**src/sv/bmpd_pkg.sv**
```systemverilog
`timescale 1ns / 1ps
`default_nettype none

package bmpd_pkg;

	// Input item opcodes.
	localparam logic [1:0] OP_PAL   = 2'd0;
	localparam logic [1:0] OP_DATA  = 2'd1;
	localparam logic [1:0] OP_START = 2'd2;

	// Configuration register indexes.
	localparam logic [1:0] REG_BPP    = 2'd0;
	localparam logic [1:0] REG_WIDTH  = 2'd1;
	localparam logic [1:0] REG_HEIGHT = 2'd2;

	// Supported pixel depths.
	localparam logic [5:0] BPP_1  = 6'd1;
	localparam logic [5:0] BPP_4  = 6'd4;
	localparam logic [5:0] BPP_8  = 6'd8;
	localparam logic [5:0] BPP_24 = 6'd24;

	localparam int DIM_W      = 13;
	localparam int CFG_DW     = 13;
	localparam int MAX_WIDTH  = 4096;
	localparam int MAX_ROWS   = 4096;
	localparam int WIDTH_CAP  = (MAX_WIDTH < 4096) ? MAX_WIDTH : 4096;
	localparam int PAL_DEPTH_DEF = 256;

	typedef struct packed {
		logic [5:0]       bpp;
		logic [DIM_W-1:0] width;
		logic [DIM_W-1:0] height;
	} cfg_t;

	// One pixel (or error) request handed from the sequencer to the output stage.
	typedef struct packed {
		logic [11:0] x;
		logic [11:0] y;
		logic [23:0] rgb;
		logic        use_pal;
		logic        last;
		logic        done;
		logic        err;
	} pix_req_t;

	typedef struct packed {
		logic        en;
		logic [7:0]  idx;
		logic [23:0] rgb;
	} pal_wr_t;

	typedef struct packed {
		logic       en;
		logic [7:0] idx;
	} pal_rd_t;

endpackage

`default_nettype wire

```
**src/sv/bmpd_out.sv**
```systemverilog
`timescale 1ns / 1ps
`default_nettype none

module bmpd_out import bmpd_pkg::*; (
	input  wire logic        clk,
	input  wire logic        arst_n,
	input  wire logic        issue,
	input  wire pix_req_t    req,
	output logic             can_issue,
	input  wire logic [23:0] rdata,
	output logic             out_valid,
	input  wire logic        out_ready,
	output logic [11:0]      pixel_x,
	output logic [11:0]      pixel_y,
	output logic [7:0]       red,
	output logic [7:0]       green,
	output logic [7:0]       blue,
	output logic             last_of_byte,
	output logic             image_done,
	output logic             depth_error
);

	logic     valid_s1;
	pix_req_t req_s1;
	logic     out_valid_q;
	logic     s1_adv;
	logic [23:0] colour;
	logic [11:0] x_q, y_q;
	logic [23:0] rgb_q;
	logic        last_q, done_q, err_q;

	assign s1_adv    = !out_valid_q || out_ready;
	assign can_issue = !valid_s1 || s1_adv;
	assign colour    = req_s1.use_pal ? rdata : req_s1.rgb;

	always_ff @(posedge clk or negedge arst_n) begin
		if (!arst_n) begin
			valid_s1    <= 1'b0;
			out_valid_q <= 1'b0;
		end else begin
			if (can_issue) begin
				valid_s1 <= issue;
			end
			if (s1_adv) begin
				out_valid_q <= valid_s1;
			end
		end
	end

	always_ff @(posedge clk) begin
		if (can_issue && issue) begin
			req_s1 <= req;
		end
		if (s1_adv && valid_s1) begin
			x_q    <= req_s1.x;
			y_q    <= req_s1.y;
			rgb_q  <= colour;
			last_q <= req_s1.last;
			done_q <= req_s1.done;
			err_q  <= req_s1.err;
		end
	end

	assign out_valid    = out_valid_q;
	assign pixel_x      = x_q;
	assign pixel_y      = y_q;
	assign red          = rgb_q[23:16];
	assign green        = rgb_q[15:8];
	assign blue         = rgb_q[7:0];
	assign last_of_byte = last_q;
	assign image_done   = done_q;
	assign depth_error  = err_q;

	a_s1_holds: assert property (@(posedge clk) disable iff (!arst_n)
		(valid_s1 && !s1_adv) |=> (valid_s1 && $stable(req_s1)))
		else $error("stage one lost its word while the output stalled");

	a_err_fields: assert property (@(posedge clk) disable iff (!arst_n)
		(out_valid_q && err_q) |-> (last_q && !done_q && (rgb_q == 24'd0) &&
			(x_q == 12'd0) && (y_q == 12'd0)))
		else $error("error word carries pixel fields");

	a_done_is_last: assert property (@(posedge clk) disable iff (!arst_n)
		(out_valid_q && done_q) |-> last_q)
		else $error("final pixel of the image not marked last of its byte");

endmodule

`default_nettype wire

```
**config.mk**
```make
export PLATFORM = sky130hd
export DESIGN_NAME = bmpd_out
export DESIGN_NICKNAME = d
export VERILOG_FILES = /design/src/sv/bmpd_pkg.sv /design/src/sv/bmpd_out.sv
export SDC_FILE = /design/constraint.sdc
export NUM_CORES = 1
export LEC_CHECK = 0
export BUFFER_PORTS_ARGS = -buffer_cell sky130_fd_sc_hd__buf_2
export CAP_MARGIN = 25
export CORE_AREA = 2 2 94 96
export DETAILED_ROUTE_END_ITERATION = 7
export DIE_AREA = 0 0 96 98
export GPL_ROUTABILITY_DRIVEN = 1
export PLACE_DENSITY = 0.74
export SYNTH_ARGS = -nofsm -noshare
export SYNTH_HDL_FRONTEND = slang
export SYNTH_SLANG_ARGS = --single-unit
```
**constraint.sdc**
```tcl
create_clock -name clk -period 2 [get_ports clk]
set_input_delay 0.4 -clock clk [delete_from_list [all_inputs] [get_ports clk]]
set_output_delay 0.4 -clock clk [all_outputs]
set_load 0.01 [all_outputs]
```
==> impl_metrics.ini <==
[worst_hold_path]
whs_path_depth = 1
hold_end = req_s1[30]$_DFFE_PP_
worstHoldStart = req[30]
worstHoldPathType = in -> reg

[route]
first_iter_violations = 49
post-route-drc-count = 0
ant_nets = 0
postRouteWirelength_mm = 5.94
via_per_inst = 4.46
wl_per_cell_um = 15.0
drt-pass1-iter-count = 4
vias = 1768

[die]
die_area_sq_um = 9410
die_y_um = 98
initial_core_util = 0.423
die_x_um = 96
ios = 133
num_rows = 34
core_area_sq_um = 8470

[critical_path]
path_class = reg -> out
critical_path.max_fanout = 3
r2r_start = out_valid$_DFFE_PN0P_
arrival_ps = 1050
critPathLaunchType = register
cp-end-kind = primary output
regToRegSetupSlack_ps = 650
r2r_end = req_s1[40]$_DFFE_PP_
r2r_cells = 3
critPathRequiredTime_ps = 1600

[finish]
final_nets = 363
utilization = 0.539
fill_cells = 670
seq_area_sq_um = 3140
area_delta_synth_final_pct = 27.5
multi_input_comb_area_sq_um = 387
stdcell_count = 396
drive_gt1_frac = 0.618
antennaDiodeCount = 0

[clock_network]
ctsHtreeMaxLevel = 3
postCtsSetupBuffers = 0
cts.path.max_buffers = 2
insertion_delay_ps = 360
numCtsBuffers = 9
clockRootBuffer = clkbuf_8
cts_tree = built
clk_pin_slew_ps = 100
cts.sinks = 105

[power]
peakVddDrop_v = 0.000570
p_leak_nw = 1.85
power_density_nw_per_um2 = 926

[yosys]
yosys.area.top_type_share = 0.864
synth_area_sq_um = 3580
synth_area_leaders = edfxtp_1 86%, mux2_4 8.4%, dfrtp_1 1.4%, mux2_2 1.3%, buf_12 1.1%
ys_types = 9
ys_seq_area_frac = 0.878
ys_seq_elements = 105
syn_nets = 218
syn_avg_cell_area_sq_um = 25.9
synth_cells = 138
yosysTopAreaCell = edfxtp_1
synth_warnings = 0

[global_routing]
antenna_found_initial = 0
overflow = 0
grt_pass1_wl_mm = 8.77
grt_use_total = 0.131
grt_max_degree = 52
grt_pass1_vias = 1810

[sta]
max_freq_mhz = 691
slew_viol_final = 0
setup_viol = 0
slew_headroom = 0.725
fin_skew_ps = 5.89
setup-tns-final_ps = 0
worstMarginPinSlew_ps = 412
worst_hold_slack_ps = 210
hold_viol = 0
fin_ws_ps = 553
rsz0062_at_grt = false
fin_crit_sh = 0.723
period_needed_ps = 1450

[placement]
place_ws_ps = 551
dp.cells = 379
portBuffers = 132
gp_congestion = 0.741

[job]
maxCapViolCount = 0

[run_status]
status = complete, no violations
[per-stage QoR]
| step | cell area [sq um] | total power [W] |
|---|---|---|
| after floorplan | 3580 | 0.00288 |
| after global placement | 4370 | 0.00306 |
| after detailed placement | 4370 | 0.00308 |
| after CTS | 4560 | 0.00428 |
| after global routing | 4560 | 0.00439 |
| final | 4560 | 0.00423 |
[layout make-up]
cell class / count / share of cell area
tap: 108 / 0.0296
sequential: 105 / 0.689
timing repair buffer: 137 / 0.156
multi-input combinational: 30 / 0.0847
clock buffer: 9 / 0.0271
clock inverter: 7 / 0.0134
[cell families after synthesis]
family,after synthesis,synth area share
flip-flops,105,0.878
buffers and inverters,3,0.0143
AND/OR/NAND/NOR,6,0.0108
multiplexers,24,0.0965
[synthesized netlist by cell type]
cell	instances
and2_1	2
buf_12	2
buf_6	1
dfrtp_1	2
edfxtp_1	103
mux2_2	4
mux2_4	20
nand2b_1	3
nand3b_1	1
[placed cells by master (no fill, tap or decap)]
cell,Yosys,routed
nand2b_1,3,3
clkbuf_8,0,9
nand3b_1,1,1
edfxtp_1,103,103
mux2_4,20,20
buf_12,2,1
inv_8,0,2
dfrtp_1,2,2
dlygate4sd3_1,0,1
buf_4,0,3
clkinv_2,0,1
clkinv_4,0,1
mux2_2,4,4
clkinvlp_4,0,1
inv_6,0,2
and2_2,0,2
buf_2,0,132
[worst max-delay path by stage]
| stage | start | end |
|---|---|---|
| finish | out_valid$_DFFE_PN0P_ | can_issue |
| floorplan | out_valid$_DFFE_PN0P_ | req_s1[0]$_DFFE_PP_ |
| global placement | out_ready | req_s1[43]$_DFFE_PP_ |
| global route | out_valid$_DFFE_PN0P_ | can_issue |
| detailed placement | out_ready | req_s1[43]$_DFFE_PP_ |
| CTS | out_valid$_DFFE_PN0P_ | can_issue |
[registers in the layout, summed over array words and instances (netlist names)]
name          flops
req_s1           52
rgb_q            24
pixel_x          12
pixel_y          12
depth_error       1
image_done        1
last_of_byte      1
out_valid         1
valid_s1          1
[layer usage]
| metal | track usage | part of all wire | vias to the layer above |
|---|---|---|---|
| met4 | 0.0692 | 0.030 | 0 |
| met2 | 0.208 | 0.50 | 81 |
| li1 | - | - | 835 |
| met3 | 0.0610 | 0.10 | 15 |
| met5 | 0 | 0 | - |
| met1 | 0.144 | 0.37 | 837 |
[power by group]
group	leakage, nW	internal, W	switching [W]
registers	1.01	0.00261	0.0000386
clock network	0.0940	0.000479	0.000727
logic	0.742	0.000183	0.000191
[what timing repair did]
item,in CTS,in global routing
hold buffers,1,0
hold endpoints to repair,2,0
gates resized for setup,0,0
[worst max-delay path: stages (launching register included)]
cell and delay [ps]:
dfrtp_1 410, nand3b_1 130, buf_2 150
(Power assumes the default switching activity.)
