--- config.mk ---
export PLATFORM = sky130hd
export DESIGN_NAME = bmpd_seq
export DESIGN_NICKNAME = d
export VERILOG_FILES = /design/src/sv/bmpd_pkg.sv /design/src/sv/bmpd_seq.sv
export SDC_FILE = /design/constraint.sdc
export NUM_CORES = 1
export LEC_CHECK = 0
export BUFFER_PORTS_ARGS = -buffer_cell sky130_fd_sc_hd__buf_2
export CAP_MARGIN = 30
export CORE_ASPECT_RATIO = 1.1
export CORE_UTILIZATION = 57
export DETAILED_ROUTE_END_ITERATION = 10
export PLACE_DENSITY = 0.94
export SYNTH_ARGS = -nofsm -noshare
export SYNTH_HDL_FRONTEND = slang
export SYNTH_SLANG_ARGS = --single-unit
--- constraint.sdc ---
create_clock -name clk -period 5.2 [get_ports clk]
set_input_delay 0.52 -clock clk [delete_from_list [all_inputs] [get_ports clk]]
set_output_delay 0.52 -clock clk [all_outputs]
set_load 0.03 [all_outputs]
--- src/sv/bmpd_pkg.sv ---
`timescale 1ns / 1ps
`default_nettype none

package bmpd_pkg;

	// Input item opcodes.
	localparam logic [1:0] OP_PAL   = 2'd0;
	localparam logic [1:0] OP_DATA  = 2'd1;
	localparam logic [1:0] OP_START = 2'd2;

	// Configuration register indexes.
	localparam logic [1:0] REG_BPP    = 2'd0;
	localparam logic [1:0] REG_WIDTH  = 2'd1;
	localparam logic [1:0] REG_HEIGHT = 2'd2;

	// Supported pixel depths.
	localparam logic [5:0] BPP_1  = 6'd1;
	localparam logic [5:0] BPP_4  = 6'd4;
	localparam logic [5:0] BPP_8  = 6'd8;
	localparam logic [5:0] BPP_24 = 6'd24;

	localparam int DIM_W      = 13;
	localparam int CFG_DW     = 13;
	localparam int MAX_WIDTH  = 4096;
	localparam int MAX_ROWS   = 4096;
	localparam int WIDTH_CAP  = (MAX_WIDTH < 4096) ? MAX_WIDTH : 4096;
	localparam int PAL_DEPTH_DEF = 256;

	typedef struct packed {
		logic [5:0]       bpp;
		logic [DIM_W-1:0] width;
		logic [DIM_W-1:0] height;
	} cfg_t;

	// One pixel (or error) request handed from the sequencer to the output stage.
	typedef struct packed {
		logic [11:0] x;
		logic [11:0] y;
		logic [23:0] rgb;
		logic        use_pal;
		logic        last;
		logic        done;
		logic        err;
	} pix_req_t;

	typedef struct packed {
		logic        en;
		logic [7:0]  idx;
		logic [23:0] rgb;
	} pal_wr_t;

	typedef struct packed {
		logic       en;
		logic [7:0] idx;
	} pal_rd_t;

endpackage

`default_nettype wire

--- src/sv/bmpd_seq.sv ---
`timescale 1ns / 1ps
`default_nettype none

module bmpd_seq import bmpd_pkg::*; #(
	parameter int PALETTE_DEPTH = PAL_DEPTH_DEF
) (
	input  wire logic       clk,
	input  wire logic       arst_n,
	input  wire cfg_t       cfg,
	input  wire logic       in_valid,
	output logic            in_ready,
	input  wire logic [1:0] opcode,
	input  wire logic [7:0] data_byte,
	input  wire logic [7:0] palette_index,
	input  wire logic [7:0] palette_red,
	input  wire logic [7:0] palette_green,
	input  wire logic [7:0] palette_blue,
	input  wire logic       can_issue,
	output logic            issue,
	output pix_req_t        req,
	output pal_wr_t         pal_wr,
	output pal_rd_t         pal_rd
);

	localparam logic [8:0] PAL_LIMIT = 9'(PALETTE_DEPTH);

	logic             busy_q;
	logic [1:0]       op_q;
	logic [7:0]       byte_q;
	logic [7:0]       pidx_q;
	logic [23:0]      prgb_q;
	logic [2:0]       sub_q;
	logic [DIM_W-1:0] col_q;
	logic [DIM_W-1:0] row_q;
	logic [13:0]      rbc_q;
	logic [15:0]      partial_q;
	logic [1:0]       phase_q;

	logic [DIM_W-1:0] col_d, row_d;
	logic [13:0]      rbc_d;
	logic [15:0]      partial_d;
	logic [1:0]       phase_d;
	logic [2:0]       sub_d;

	logic [DIM_W-1:0] eff_w, eff_h, col_inc;
	logic [16:0]      prod, rnd;
	logic [13:0]      stride;
	logic [14:0]      rbc_inc;
	logic             supported, is_data, err_item, active, col_ok, has_pix, more;
	logic             need_issue, step, item_end, accept, is24;
	logic             pix_bit;
	logic [3:0]       nib;
	logic [7:0]       idx8;
	logic             idx_ok;

	always_comb begin
		if (cfg.width == '0) begin
			eff_w = DIM_W'(1);
		end else if (cfg.width > DIM_W'(WIDTH_CAP)) begin
			eff_w = DIM_W'(WIDTH_CAP);
		end else begin
			eff_w = cfg.width;
		end
		if (cfg.height == '0) begin
			eff_h = DIM_W'(1);
		end else if (cfg.height > DIM_W'(MAX_ROWS)) begin
			eff_h = DIM_W'(MAX_ROWS);
		end else begin
			eff_h = cfg.height;
		end
	end

	// Row stride in bytes, rounded up to a whole number of 32-bit words.
	always_comb begin
		case (cfg.bpp)
			BPP_1:   prod = 17'(eff_w);
			BPP_4:   prod = 17'(eff_w) << 2;
			BPP_8:   prod = 17'(eff_w) << 3;
			default: prod = (17'(eff_w) << 4) + (17'(eff_w) << 3);
		endcase
		rnd    = prod + 17'd31;
		stride = {rnd[16:5], 2'b00};
	end

	assign supported = cfg.bpp inside {BPP_1, BPP_4, BPP_8, BPP_24};
	assign is24      = (cfg.bpp == BPP_24);
	assign is_data   = busy_q && (op_q == OP_DATA);
	assign err_item  = is_data && !supported;
	assign active    = is_data && supported && (row_q < eff_h);
	assign col_ok    = (col_q < eff_w);
	assign col_inc   = col_q + DIM_W'(1);
	assign has_pix   = active && col_ok && (!is24 || (phase_q >= 2'd2));
	assign more      = active && col_ok && (col_inc < eff_w) &&
		(((cfg.bpp == BPP_1) && (sub_q != 3'd7)) || ((cfg.bpp == BPP_4) && (sub_q == 3'd0)));

	assign need_issue = has_pix || err_item;
	assign issue      = need_issue && can_issue;
	assign step       = busy_q && (!need_issue || can_issue);
	assign item_end   = step && !more;
	assign in_ready   = !busy_q || item_end;
	assign accept     = in_valid && in_ready;

	// Palette index of the pixel being issued; the leftmost bits come first.
	assign pix_bit = byte_q[3'd7 - sub_q];
	assign nib     = sub_q[0] ? byte_q[3:0] : byte_q[7:4];
	always_comb begin
		case (cfg.bpp)
			BPP_1:   idx8 = {7'd0, pix_bit};
			BPP_4:   idx8 = {4'd0, nib};
			default: idx8 = byte_q;
		endcase
	end
	assign idx_ok = {1'b0, idx8} < PAL_LIMIT;

	always_comb begin
		req         = '0;
		req.err     = err_item;
		req.last    = err_item || !more;
		if (!err_item) begin
			req.x       = col_q[11:0];
			req.y       = 12'(eff_h - DIM_W'(1) - row_q);
			req.done    = (row_q == eff_h - DIM_W'(1)) && (col_q == eff_w - DIM_W'(1));
			req.use_pal = !is24 && idx_ok;
			req.rgb     = is24 ? {byte_q, partial_q} : 24'd0;
		end
	end

	assign pal_rd.en  = issue && req.use_pal;
	assign pal_rd.idx = idx8;

	assign pal_wr.en  = busy_q && (op_q == OP_PAL) && ({1'b0, pidx_q} < PAL_LIMIT);
	assign pal_wr.idx = pidx_q;
	assign pal_wr.rgb = prgb_q;

	assign rbc_inc = {1'b0, rbc_q} + 15'd1;

	always_comb begin
		col_d     = col_q;
		row_d     = row_q;
		rbc_d     = rbc_q;
		partial_d = partial_q;
		phase_d   = phase_q;
		sub_d     = sub_q;
		if (step) begin
			if (more) begin
				sub_d = sub_q + 3'd1;
				col_d = col_inc;
			end else begin
				sub_d = '0;
				if (busy_q && (op_q == OP_START)) begin
					col_d     = '0;
					row_d     = '0;
					rbc_d     = '0;
					partial_d = '0;
					phase_d   = '0;
				end else if (active) begin
					if (has_pix) begin
						col_d = col_inc;
					end
					if (is24 && col_ok) begin
						case (phase_q)
							2'd0: begin
								partial_d[7:0] = byte_q;
								phase_d        = 2'd1;
							end
							2'd1: begin
								partial_d[15:8] = byte_q;
								phase_d         = 2'd2;
							end
							default: begin
								partial_d = '0;
								phase_d   = 2'd0;
							end
						endcase
					end
					// The byte that reaches the stride closes the row, padding included.
					if (rbc_inc >= {1'b0, stride}) begin
						rbc_d     = '0;
						col_d     = '0;
						partial_d = '0;
						phase_d   = '0;
						row_d     = row_q + DIM_W'(1);
					end else begin
						rbc_d = rbc_inc[13:0];
					end
				end
			end
		end
	end

	always_ff @(posedge clk or negedge arst_n) begin
		if (!arst_n) begin
			busy_q    <= 1'b0;
			sub_q     <= '0;
			col_q     <= '0;
			row_q     <= '0;
			rbc_q     <= '0;
			partial_q <= '0;
			phase_q   <= '0;
		end else begin
			if (!busy_q || item_end) begin
				busy_q <= accept;
			end
			sub_q     <= sub_d;
			col_q     <= col_d;
			row_q     <= row_d;
			rbc_q     <= rbc_d;
			partial_q <= partial_d;
			phase_q   <= phase_d;
		end
	end

	always_ff @(posedge clk) begin
		if (accept) begin
			op_q   <= opcode;
			byte_q <= data_byte;
			pidx_q <= palette_index;
			prgb_q <= {palette_red, palette_green, palette_blue};
		end
	end

	a_issue_when_room: assert property (@(posedge clk) disable iff (!arst_n)
		issue |-> can_issue) else $error("pixel issued while the output stage is full");

	a_pixel_in_image: assert property (@(posedge clk) disable iff (!arst_n)
		(issue && !req.err) |-> ((row_q < eff_h) && (col_q < eff_w)))
		else $error("pixel issued outside the image");

endmodule

`default_nettype wire

==> reports/metrics.cfg, run 1 <==
[die]
die_area_um2=16100
ioPinCount=174
vertical_die_dimension_um=133
initial_core_util_pct=58.7
chipWidth_um=121
coreArea_um2=15100
rows=47

[outcome]
outcome=finished, violations left
failed_checks=negative setup slack

[timing]
timing_worst_slew_pin_value_ns=1.14
final.period_utilization_pct=108
fin_ws_ns=-0.433
grt_setup_unrepaired=true
achievable-frequency_mhz=178
finClkSkew_ns=0.0161
maxSlewViolCount=0
timing.final.hold_violations=0
setup_viol_count_final=53
relSlewSlack_pct=23.5
finalCriticalPeriod_ns=5.63

[global_route]
busiest_layer=met2
grtUsageTotal_pct=37.3
grt_use_met2_pct=62.6
first_global_vias=9630
globalRouteOverflowTotal=0
grt_util_met3_pct=8.58
number_of_antenna_violations_at_the_first_check_in_global_routing=1
maximum_number_of_pins_on_one_net_before_global_route_repair=63
met1_usage_pct=42.9
grt_pass1_wl_mm=47.2

[worst_setup_path]
worst-path-buf-inv=4
worst_path_largest_cell_delay_ns=0.37
arrival_ns=5.89
timing.critical_path.from_type=input port
timing.critical_path.fanout_max=8
critical_path_class=in -> reg
setup.worst_path.end_class=flip-flop
path_delay_family=compound AO/OA/AOI/OAI gates
cp_data_required_time_ns=5.46
critPathSlowestCell=a211o_2

[placement]
place.port_buffers=173
globalplace.congestion=1.02
post-dp-hpwl_mm=20.6

[clock_tree]
clock_tree.root_cell=clkbuf_16
insertion_delay_ns=0.36
cts.reportedPaths.clkPinSlew_ns=0.09
tritoncts=done
cts.path.max_buffers=2
cts_hold_buffers=0
cts-htree-levels=3
numCtsBuffers=9
clock_sink_count=104

[synth]
synth_cell_types=81
most_frequently_used_flop_master_after_synthesis=dfrtp_1
synth.avg_cell_area_um2=8.77
synth_sequential_area_ratio_pct=31.7
register_bit_total_from_synthesis=104
syn_inst=1011
synth_nets=1185
post_synth_instance_area_um2=8870
async_reset_ff_share_pct=59.6
synth_edf_count=42
ys.warnings.count=0

[detailed_routing]
route.vias.total=10200
drt-initial-drc-count=1511
number_of_design_rule_violations_left_after_detail_routing=0
first_pass_iters=8
final_routed_wire_length_divided_by_cell_count_um=22.5
vias_per_cell=6.78
postRouteWirelength_mm=33.9
route.antenna.remaining_nets=0

[final_layout]
finalCoreUtilization_pct=78.2
drive_above_1_share_pct=32.0
layout-area-overhead-vs-synth_pct=33.3
num-nets-final=1479

[power]
cellPowerDensity_nw_per_um2=255
ir_drop_mv=0.246
static-leakage-power_nw=5.69
total_power_mw=3.01

[hold_path]
hold_class=in -> reg

[flow_run]
timing.max_cap.violations=0

-- cell usage after synthesis (6+ instances only) --
cell | n | area, um^2
a22o_1 | 8 | 70.1
and3_1 | 11 | 68.8
edfxtp_1 | 42 | 1260
nor4_1 | 7 | 43.8
o21ai_0 | 48 | 240
nand2_1 | 122 | 458
o21a_1 | 6 | 45.0
or2_2 | 6 | 37.5
nor2_1 | 67 | 251
dfrtp_1 | 62 | 1550
nand4_1 | 15 | 93.8
ha_1 | 95 | 1190
and2_1 | 30 | 188
a21oi_1 | 39 | 195
nor3_1 | 26 | 130
inv_1 | 70 | 263
a211oi_1 | 9 | 67.6
nand2b_1 | 19 | 119
or3_1 | 10 | 62.6
a31oi_1 | 9 | 56.3
mux2i_1 | 29 | 290
clkbuf_1 | 19 | 71.3
o31ai_1 | 10 | 75.1
xor2_1 | 18 | 158
a21o_1 | 17 | 128
nand3_1 | 37 | 185
xnor2_1 | 45 | 394
nor2b_1 | 16 | 100
-- metal layers --
layer  wire (um)  share of wire (%)
met5           0                  0
met4        2970                8.8
met3        3660                 11
met2       15800                 47
met1       11400                 34
-- path summary, 6_finish.rpt --
check / from / to / slack (ns) / depth (start not counted)
max in group asynchronous: arst_n / sub_q[2] / 4.27 / 2
min in group asynchronous: arst_n / col_q[3] / 0.35 / 2
setup reg to reg: col_q[1] / phase_q[0] / 0.68 / 15
setup / recovery: cfg[18] / partial_q[0] / -0.43 / 25
hold / removal: palette_index[1] / pidx_q[1] / 0.32 / 1
hold reg to reg: partial_q[3] / partial_q[3] / 0.53 / 2
-- placed cells by master (no fill, tap or decap), types with 5 or more instances in the layout --
cell	n
a211oi_1	6
a21o_1	17
a21oi_1	36
a22o_1	8
a31oi_1	9
and2_1	29
and3_1	11
buf_2	160
buf_4	132
buf_6	14
clkbuf_16	9
dfrtp_1	62
edfxtp_1	42
ha_1	92
inv_1	68
mux2i_1	26
nand2_1	121
nand2b_1	18
nand3_1	36
nand4_1	15
nor2_1	59
nor2_2	5
nor2b_1	15
nor3_1	19
nor3_4	5
nor4_4	5
o21a_1	6
o21ai_0	38
o21ai_1	10
o22ai_1	5
o31ai_1	6
or2_2	5
or3_1	8
xnor2_1	45
xor2_1	18
-- layout make-up --
| class | count | area (um^2) |
|---|---|---|
| inverter | 71 | 272 |
| fill | 854 | 3290 |
| clock buffer | 9 | 225 |
| tap | 196 | 245 |
| sequential | 104 | 2810 |
| timing repair buffer | 312 | 2050 |
| multi-input combinational | 807 | 6150 |
| clock inverter | 7 | 58.8 |
| antenna | 2 | 5.00 |
-- report_power, final --
group          internal [mW]  switching, mW  total [mW]
clock                  0.334          0.339       0.674
sequential             0.982          0.117        1.10
combinational          0.496          0.742        1.24
-- registers in the layout, indices dropped and copies added (netlist names) --
register and cells:
busy_q 1, byte_q 8, col_q 13, op_q 2
partial_q 16, phase_q 2, pidx_q 8, prgb_q 24
rbc_q 14, row_q 13, sub_q 3
-- stage by stage --
stage | cells | setup slack [ns] | hold WS [ns] | area [um^2] | TNS, ns
global route | 1507 | -0.608 | 0.319 | 11800 | -24.32
finish | 1508 | -0.433 | 0.324 | 11800 | -14.34
global placement | 1459 | -0.396 | 0.463 | 10800 | -13.16
CTS | 1494 | 0.0104 | 0.326 | 11400 | 0
detailed placement | 1459 | -0.605 | 0.479 | 10800 | -23.19
floorplan | 1011 | -0.128 | 0.224 | 9070 | -3.53
-- cell families after synthesis --
logic type,count (synthesis),synth area share [%]
buffers and inverters,101,4.74
AO/OA/AOI/OAI,209,15.9
multiplexers,34,4.16
XOR/XNOR,63,6.22
adder cells (fa/ha/maj),97,13.7
flip-flops,104,31.7
AND/OR/NAND/NOR,403,23.5
-- timing repair --
action,in CTS,in global routing
pin swaps,30,49
resized for setup,28,89
cloned,0,1
endpoints found under the hold margin,0,0
setup endpoints to repair,43,55
setup buffers,20,15
Note: power is estimated with default switching activity, not from simulation.
==> run 2, diff against run 1 <==
--- a/config.mk
+++ b/config.mk
@@ -7,7 +7,6 @@
 export LEC_CHECK = 0
 export BUFFER_PORTS_ARGS = -buffer_cell sky130_fd_sc_hd__buf_2
 export CAP_MARGIN = 30
-export CORE_ASPECT_RATIO = 1.1
 export CORE_UTILIZATION = 57
 export DETAILED_ROUTE_END_ITERATION = 10
 export PLACE_DENSITY = 0.94
==> reports/metrics.cfg, run 2 (same netlist as run 1, synthesis figures left out) <==
[final_layout]
num_antenna_cells=0  ; was 2
final-seq-area_um2=2810  ; unchanged
multiInputGateArea_um2=6070  ; was 6150 um^2
finalCoreUtilization_pct=76.4  ; was 78.2%
fin_cells=1485  ; was 1,508
layout-area-overhead-vs-synth_pct=31.0  ; was 33.3%
regMostFlops=prgb_q  ; unchanged
layout_common_cells=buf_2, nand2_1, buf_4  ; was buf_2, buf_4, nand2_1
num-nets-final=1466  ; was 1,479
final_cell_area_um2=11600  ; was 11,800 um^2
fillerInstances=932  ; was 854
largest_registers=prgb_q: 24 flops, partial_q: 16 flops, rbc_q: 14 flops  ; unchanged
drive_above_1_share_pct=30.8  ; was 32.0%
final_common_cell=buf_2  ; unchanged
largest_register_ffs=24  ; unchanged

[clock_tree]
tritoncts=done  ; unchanged
clock_tree.root_cell=clkbuf_16  ; unchanged
insertion_delay_ns=0.36  ; about the same
cts-htree-levels=3  ; unchanged
cts.reportedPaths.clkPinSlew_ns=0.08  ; was 0.09 ns
clock_sink_count=104  ; unchanged
cts.path.max_buffers=2  ; unchanged
numCtsBuffers=9  ; unchanged

[global_route]
grtUsageTotal_pct=35.7  ; was 37.3%
first_global_vias=9350  ; was 9,630
grt_pass1_wl_mm=45.3  ; was 47.2 mm
maximum_number_of_pins_on_one_net_before_global_route_repair=63  ; unchanged
number_of_antenna_violations_at_the_first_check_in_global_routing=0  ; was 1
globalRouteOverflowTotal=0  ; unchanged

[timing]
fin_ws_ns=-0.0635  ; was -0.433 ns
grt_setup_unrepaired=true  ; unchanged
achievable-frequency_mhz=190  ; was 178 MHz
maxSlewViolCount=0  ; unchanged
timing.hold.ws_ns=0.324  ; about the same
finalCriticalPeriod_ns=5.26  ; was 5.63 ns
relSlewSlack_pct=36.6  ; was 23.5%
setup_viol_count_final=14  ; was 53
final.period_utilization_pct=101  ; was 108%
timing_worst_slew_pin_value_ns=0.948  ; was 1.14 ns
finClkSkew_ns=0.0101  ; was 0.0161 ns
timing.final.hold_violations=0  ; unchanged

[placement]
post-place-cells=1458  ; was 1,459
globalplace.congestion=0.998  ; was 1.02
place.port_buffers=173  ; unchanged
place_area_um2=10800  ; about the same
post-dp-hpwl_mm=21.3  ; was 20.6 mm

[detailed_routing]
drt-initial-drc-count=1204  ; was 1,511
vias_per_cell=6.56  ; was 6.78
route.vias.total=9738  ; was 10,200
route.antenna.remaining_nets=0  ; unchanged
number_of_design_rule_violations_left_after_detail_routing=0  ; unchanged
first_pass_iters=6  ; was 8
postRouteWirelength_mm=31.1  ; was 33.9 mm
final_routed_wire_length_divided_by_cell_count_um=21.0  ; was 22.5 um

[worst_setup_path]
timing.critical_path.from_type=input port  ; unchanged
r2r_startpoint=col_q[1]  ; unchanged
critPathSlowestCell=or3_4  ; was a211o_2
critical_path_class=in -> reg  ; unchanged
arrival_ns=5.52  ; was 5.89 ns
crit-reg2reg-capture=rbc_q[2]  ; was phase_q[0]
worst-path-buf-inv=5  ; was 4
r2r_setup_slack_ns=0.66  ; was 0.68 ns
most_prevalent_standard_cell_on_the_critical_path=buf_4
timing.critical_path.fanout_max=4  ; was 8
worst_path_largest_cell_delay_ns=0.39  ; was 0.37 ns
reg2reg_depth=15  ; unchanged
cp_data_required_time_ns=5.45  ; was 5.46 ns
setup.worst_path.end_class=flip-flop  ; unchanged
path_delay_family=compound AO/OA/AOI/OAI gates  ; unchanged

[outcome]
failed_checks=negative setup slack  ; unchanged
outcome=finished, violations left  ; unchanged

[die]
die_area_um2=16100  ; about the same
initial_core_util_pct=58.3  ; was 58.7%
coreArea_um2=15200  ; was 15,100 um^2
rows=45  ; was 47
vertical_die_dimension_um=127  ; was 133 um
ioPinCount=174  ; unchanged
chipWidth_um=127  ; was 121 um

[hold_path]
min_delay_worst_endpoint=prgb_q[3]  ; was pidx_q[1]
hold_start=palette_blue[3]  ; was palette_index[1]
hold_depth=1  ; unchanged
hold_class=in -> reg  ; unchanged

[power]
total_power_mw=3.00  ; was 3.01 mW
ir_drop_mv=0.257  ; was 0.246 mV
cellPowerDensity_nw_per_um2=259  ; was 255 nW/um^2
static-leakage-power_nw=5.63  ; was 5.69 nW

[flow_run]
timing.max_cap.violations=0  ; unchanged

-- run 2: cell count changes in the layout (fill, tap and decap cells not counted), sizes merged --
cell    previous run  this run
nor2              68        67
inv               74        75
buf              312       300
clkinv             4         3
diode              2         0
-- run 2: where the power goes --
part	internal, mW	switching [mW]
combinational	0.476	0.716
sequential	0.982	0.114
clock	0.350	0.365
-- run 2: timing repair --
| action | 4_1_cts | 5_1_grt |
|---|---|---|
| pin swaps | 18 | 32 |
| resized for setup | 22 | 64 |
| hold buffers | 0 | 0 |
| setup endpoints to repair | 26 | 51 |
| setup buffers | 2 | 9 |
-- run 2: layout make-up --
type	count	area share (%)
timing repair buffer	300	16.5
clock inverter	7	0.765
sequential	104	24.2
multi-input combinational	806	52.2
tap	188	2.03
clock buffer	9	1.94
inverter	71	2.34
-- run 2: worst max-delay path by stage --
stage                     startpoint      endpoint  slack, ns  cells after the start
after CTS                    cfg[13]  partial_q[1]     0.0004                     24
final                        cfg[18]      col_q[8]      -0.06                     27
after global routing         cfg[25]  partial_q[4]      -0.25                     27
after detailed placement     cfg[16]      col_q[0]      -0.54                     24
after floorplan              cfg[14]      col_q[5]      -0.13                     25
after global placement       cfg[17]      col_q[0]      -0.34                     24
-- run 2: routing by layer --
layer | global-route usage (%) | up-vias | share of wire (%)
met5 | 0 | - | 0
met4 | 21.4 | 0 | 7.0
met3 | 7.17 | 240 | 11
met2 | 62.5 | 764 | 48
met1 | 40.4 | 4523 | 34
li1 | - | 4211 | -
-- run 2: stage by stage --
step	TNS, ns	worst slack, ns
after detailed placement	-17.58	-0.541
after global placement	-10.42	-0.343
after floorplan	-3.53	-0.128
after global routing	-6.61	-0.251
final	-0.328	-0.0635
after CTS	0	0.000405
==> run 3, diff against run 2 <==
--- a/config.mk
+++ b/config.mk
@@ -5,6 +5,7 @@
 export SDC_FILE = /design/constraint.sdc
 export NUM_CORES = 1
 export LEC_CHECK = 0
+export ABC_AREA = 1
 export BUFFER_PORTS_ARGS = -buffer_cell sky130_fd_sc_hd__buf_2
 export CAP_MARGIN = 30
 export CORE_UTILIZATION = 57
==> reports/metrics.cfg, run 3 <==
[synth]
synth_sequential_area_ratio_pct=30.4  ; was 31.7%
ys.warnings.count=0  ; unchanged
synth_edf_count=42  ; unchanged
synth_nets=1416  ; was 1,185
syn_inst=1242  ; was 1,011
synth_area_leader=dfrtp_1  ; unchanged
synth_cell_types=59  ; was 81
synth_most_common_cell=nand2_1  ; unchanged
async_reset_ff_share_pct=59.6  ; unchanged
register_bit_total_from_synthesis=104  ; unchanged
synth_top_cells_by_area=dfrtp_1, edfxtp_1, ha_1  ; unchanged
most_frequently_used_flop_master_after_synthesis=dfrtp_1  ; unchanged
synth_commonest_cells=nand2_1, inv_1, nor2_1, ha_1, nand3_1  ; was nand2_1, ha_1, inv_1, nor2_1, dfrtp_1
synth_top_area_share_pct=16.7  ; was 17.5%
post_synth_instance_area_um2=9260  ; was 8870 um^2
synth.avg_cell_area_um2=7.46  ; was 8.77 um^2

[final_layout]
finalCoreUtilization_pct=67.9  ; was 76.4%
fin_cells=1647  ; was 1,485
fillerInstances=1297  ; was 932
largest_registers=prgb_q: 24 flops, partial_q: 16 flops, rbc_q: 14 flops  ; unchanged
layout-area-overhead-vs-synth_pct=16.5  ; was 31.0%
regMostFlops=prgb_q  ; unchanged
drive_above_1_share_pct=20.6  ; was 30.8%
final_cell_area_um2=10800  ; was 11,600 um^2
final_common_cell=nand2_1  ; was buf_2
largest_register_ffs=24  ; unchanged
layout_common_cells=nand2_1, inv_1, buf_2  ; was buf_2, nand2_1, buf_4
num-nets-final=1599  ; was 1,466

[power]
static-leakage-power_nw=5.50  ; was 5.63 nW
ir_drop_mv=0.306  ; was 0.257 mV
cellPowerDensity_nw_per_um2=342  ; was 259 nW/um^2

[global_route]
grtUsageTotal_pct=30.4  ; was 35.7%
number_of_antenna_violations_at_the_first_check_in_global_routing=1  ; was 0
globalRouteOverflowTotal=0  ; unchanged
grt_pass1_wl_mm=39.8  ; was 45.3 mm
maximum_number_of_pins_on_one_net_before_global_route_repair=63  ; unchanged
first_global_vias=8501  ; was 9,350

[detailed_routing]
number_of_design_rule_violations_left_after_detail_routing=0  ; unchanged
postRouteWirelength_mm=26.0  ; was 31.1 mm
drt-initial-drc-count=806  ; was 1,204
first_pass_iters=6  ; unchanged
route.vias.total=9235  ; was 9,738
route.antenna.remaining_nets=0  ; unchanged
final_routed_wire_length_divided_by_cell_count_um=15.8  ; was 21.0 um
vias_per_cell=5.61  ; was 6.56

[clock_tree]
numCtsBuffers=9  ; unchanged
cts_hold_buffers=0  ; unchanged
tritoncts=done  ; unchanged
clock_tree.root_cell=clkbuf_16  ; unchanged
clock_sink_count=104  ; unchanged
cts-htree-levels=3  ; unchanged
insertion_delay_ns=0.36  ; about the same
cts.reportedPaths.clkPinSlew_ns=0.07  ; was 0.08 ns
cts.path.max_buffers=2  ; unchanged

[hold_path]
hold_class=in -> async  ; was in -> reg

[timing]
timing_worst_slew_pin_value_ns=0.836  ; was 0.948 ns
finClkSkew_ns=0.00652  ; was 0.0101 ns
achievable-frequency_mhz=203  ; was 190 MHz
setup_viol_count_final=0  ; was 14
maxSlewViolCount=0  ; unchanged
finalCriticalPeriod_ns=4.93  ; was 5.26 ns
setup_total_negative_slack_ns=0  ; was -0.328 ns
final.period_utilization_pct=94.7  ; was 101%
timing.final.hold_violations=0  ; unchanged
fin_ws_ns=0.274  ; was -0.0635 ns
relSlewSlack_pct=44.3  ; was 36.6%

[placement]
place_area_um2=10400  ; was 10,800 um^2
post-dp-hpwl_mm=19.9  ; was 21.3 mm
globalplace.congestion=0.957  ; was 0.998
preCtsSetupSlack_ns=-0.0541  ; was -0.541 ns
place.port_buffers=173  ; unchanged
post-place-cells=1625  ; was 1,458

[worst_setup_path]
timing.critical_path.from_type=input port  ; unchanged
worst_path_largest_cell_delay_ns=0.42  ; was 0.39 ns
cp_data_required_time_ns=5.49  ; was 5.45 ns
setup.worst_path.end_class=flip-flop  ; unchanged
most_prevalent_standard_cell_on_the_critical_path=nand2_1  ; was buf_4
timing.critical_path.fanout_max=13  ; was 4
critPathSlowestCell=ha_1  ; was or3_4
critical_path_class=in -> reg  ; unchanged
arrival_ns=5.21  ; was 5.52 ns

[die]
coreArea_um2=15900  ; was 15,200 um^2
vertical_die_dimension_um=129  ; was 127 um
die_area_um2=16800  ; was 16,100 um^2
rows=46  ; was 45
initial_core_util_pct=58.3  ; about the same
chipWidth_um=129  ; was 127 um
ioPinCount=174  ; unchanged

[outcome]
outcome=completed  ; was finished, violations left

[flow_run]
timing.max_cap.violations=0  ; unchanged

-- run 3: worst max-delay path: cells and delay by family --
kind            cells  cell delay [ns]
compound gates      1             0.07
buf+inv             6             0.86
fa+ha+maj           2             0.76
simple gates       25             2.98
-- run 3: path summary, 6_finish.rpt --
path	end	slack (ns)	startpoint	depth (start not counted)
max in group asynchronous	row_q[12]	4.30	arst_n	2
hold / removal	rbc_q[4]	0.33	arst_n	2
setup reg to reg	phase_q[0]	1.07	col_q[1]	18
setup / recovery	row_q[4]	0.27	cfg[14]	34
hold reg to reg	partial_q[5]	0.50	partial_q[5]	2
min in group clk	prgb_q[15]	0.33	palette_green[7]	1
-- run 3: per-layer routing --
metal	vias up	part of all wire, %	wire (um)	GRT usage [%]
met5	-	0	0	0
met4	0	3.5	919	14.5
met3	79	8.1	2110	5.82
met2	464	47	12200	51.0
met1	4224	42	10800	37.9
li1	4468	-	-	-
-- run 3: layout make-up --
type	instances	area, um^2	share of cell area [%]
multi-input combinational	928	5670	52.5
sequential	104	2810	26.1
timing repair buffer	194	1040	9.60
inverter	188	708	6.56
tap	216	270	2.50
clock buffer	9	225	2.09
clock inverter	7	66.3	0.615
antenna	1	2.50	0.0232
-- run 3: kinds of logic after synthesis --
logic type / count (synthesis) / synth area share (%)
flip-flops: 104 / 30.4
adder cells (fa/ha/maj): 96 / 13.0
buffers and inverters: 212 / 9.37
AND/OR/NAND/NOR: 573 / 28.6
AO/OA/AOI/OAI: 194 / 12.7
XOR/XNOR: 63 / 5.96
-- run 3: metrics by stage --
stage | hold slack [ns] | power [mW]
after floorplan | 0.224 | 2.47
after global placement | 0.474 | 2.89
after detailed placement | 0.482 | 2.96
after CTS | 0.325 | 3.63
after global routing | 0.324 | 3.94
final | 0.326 | 3.69
-- run 3: power breakdown --
group	leakage [nW]	internal, mW	switching (mW)
Sequential	1.22	1.01	0.144
Combinational	4.13	0.641	1.23
Clock	0.141	0.336	0.332
Total	5.50	1.99	1.70
-- run 3: what timing repair did --
item                       4_1_cts  5_1_grt
setup endpoints to repair        0       58
resized for setup                0       12
setup buffers                    0        3
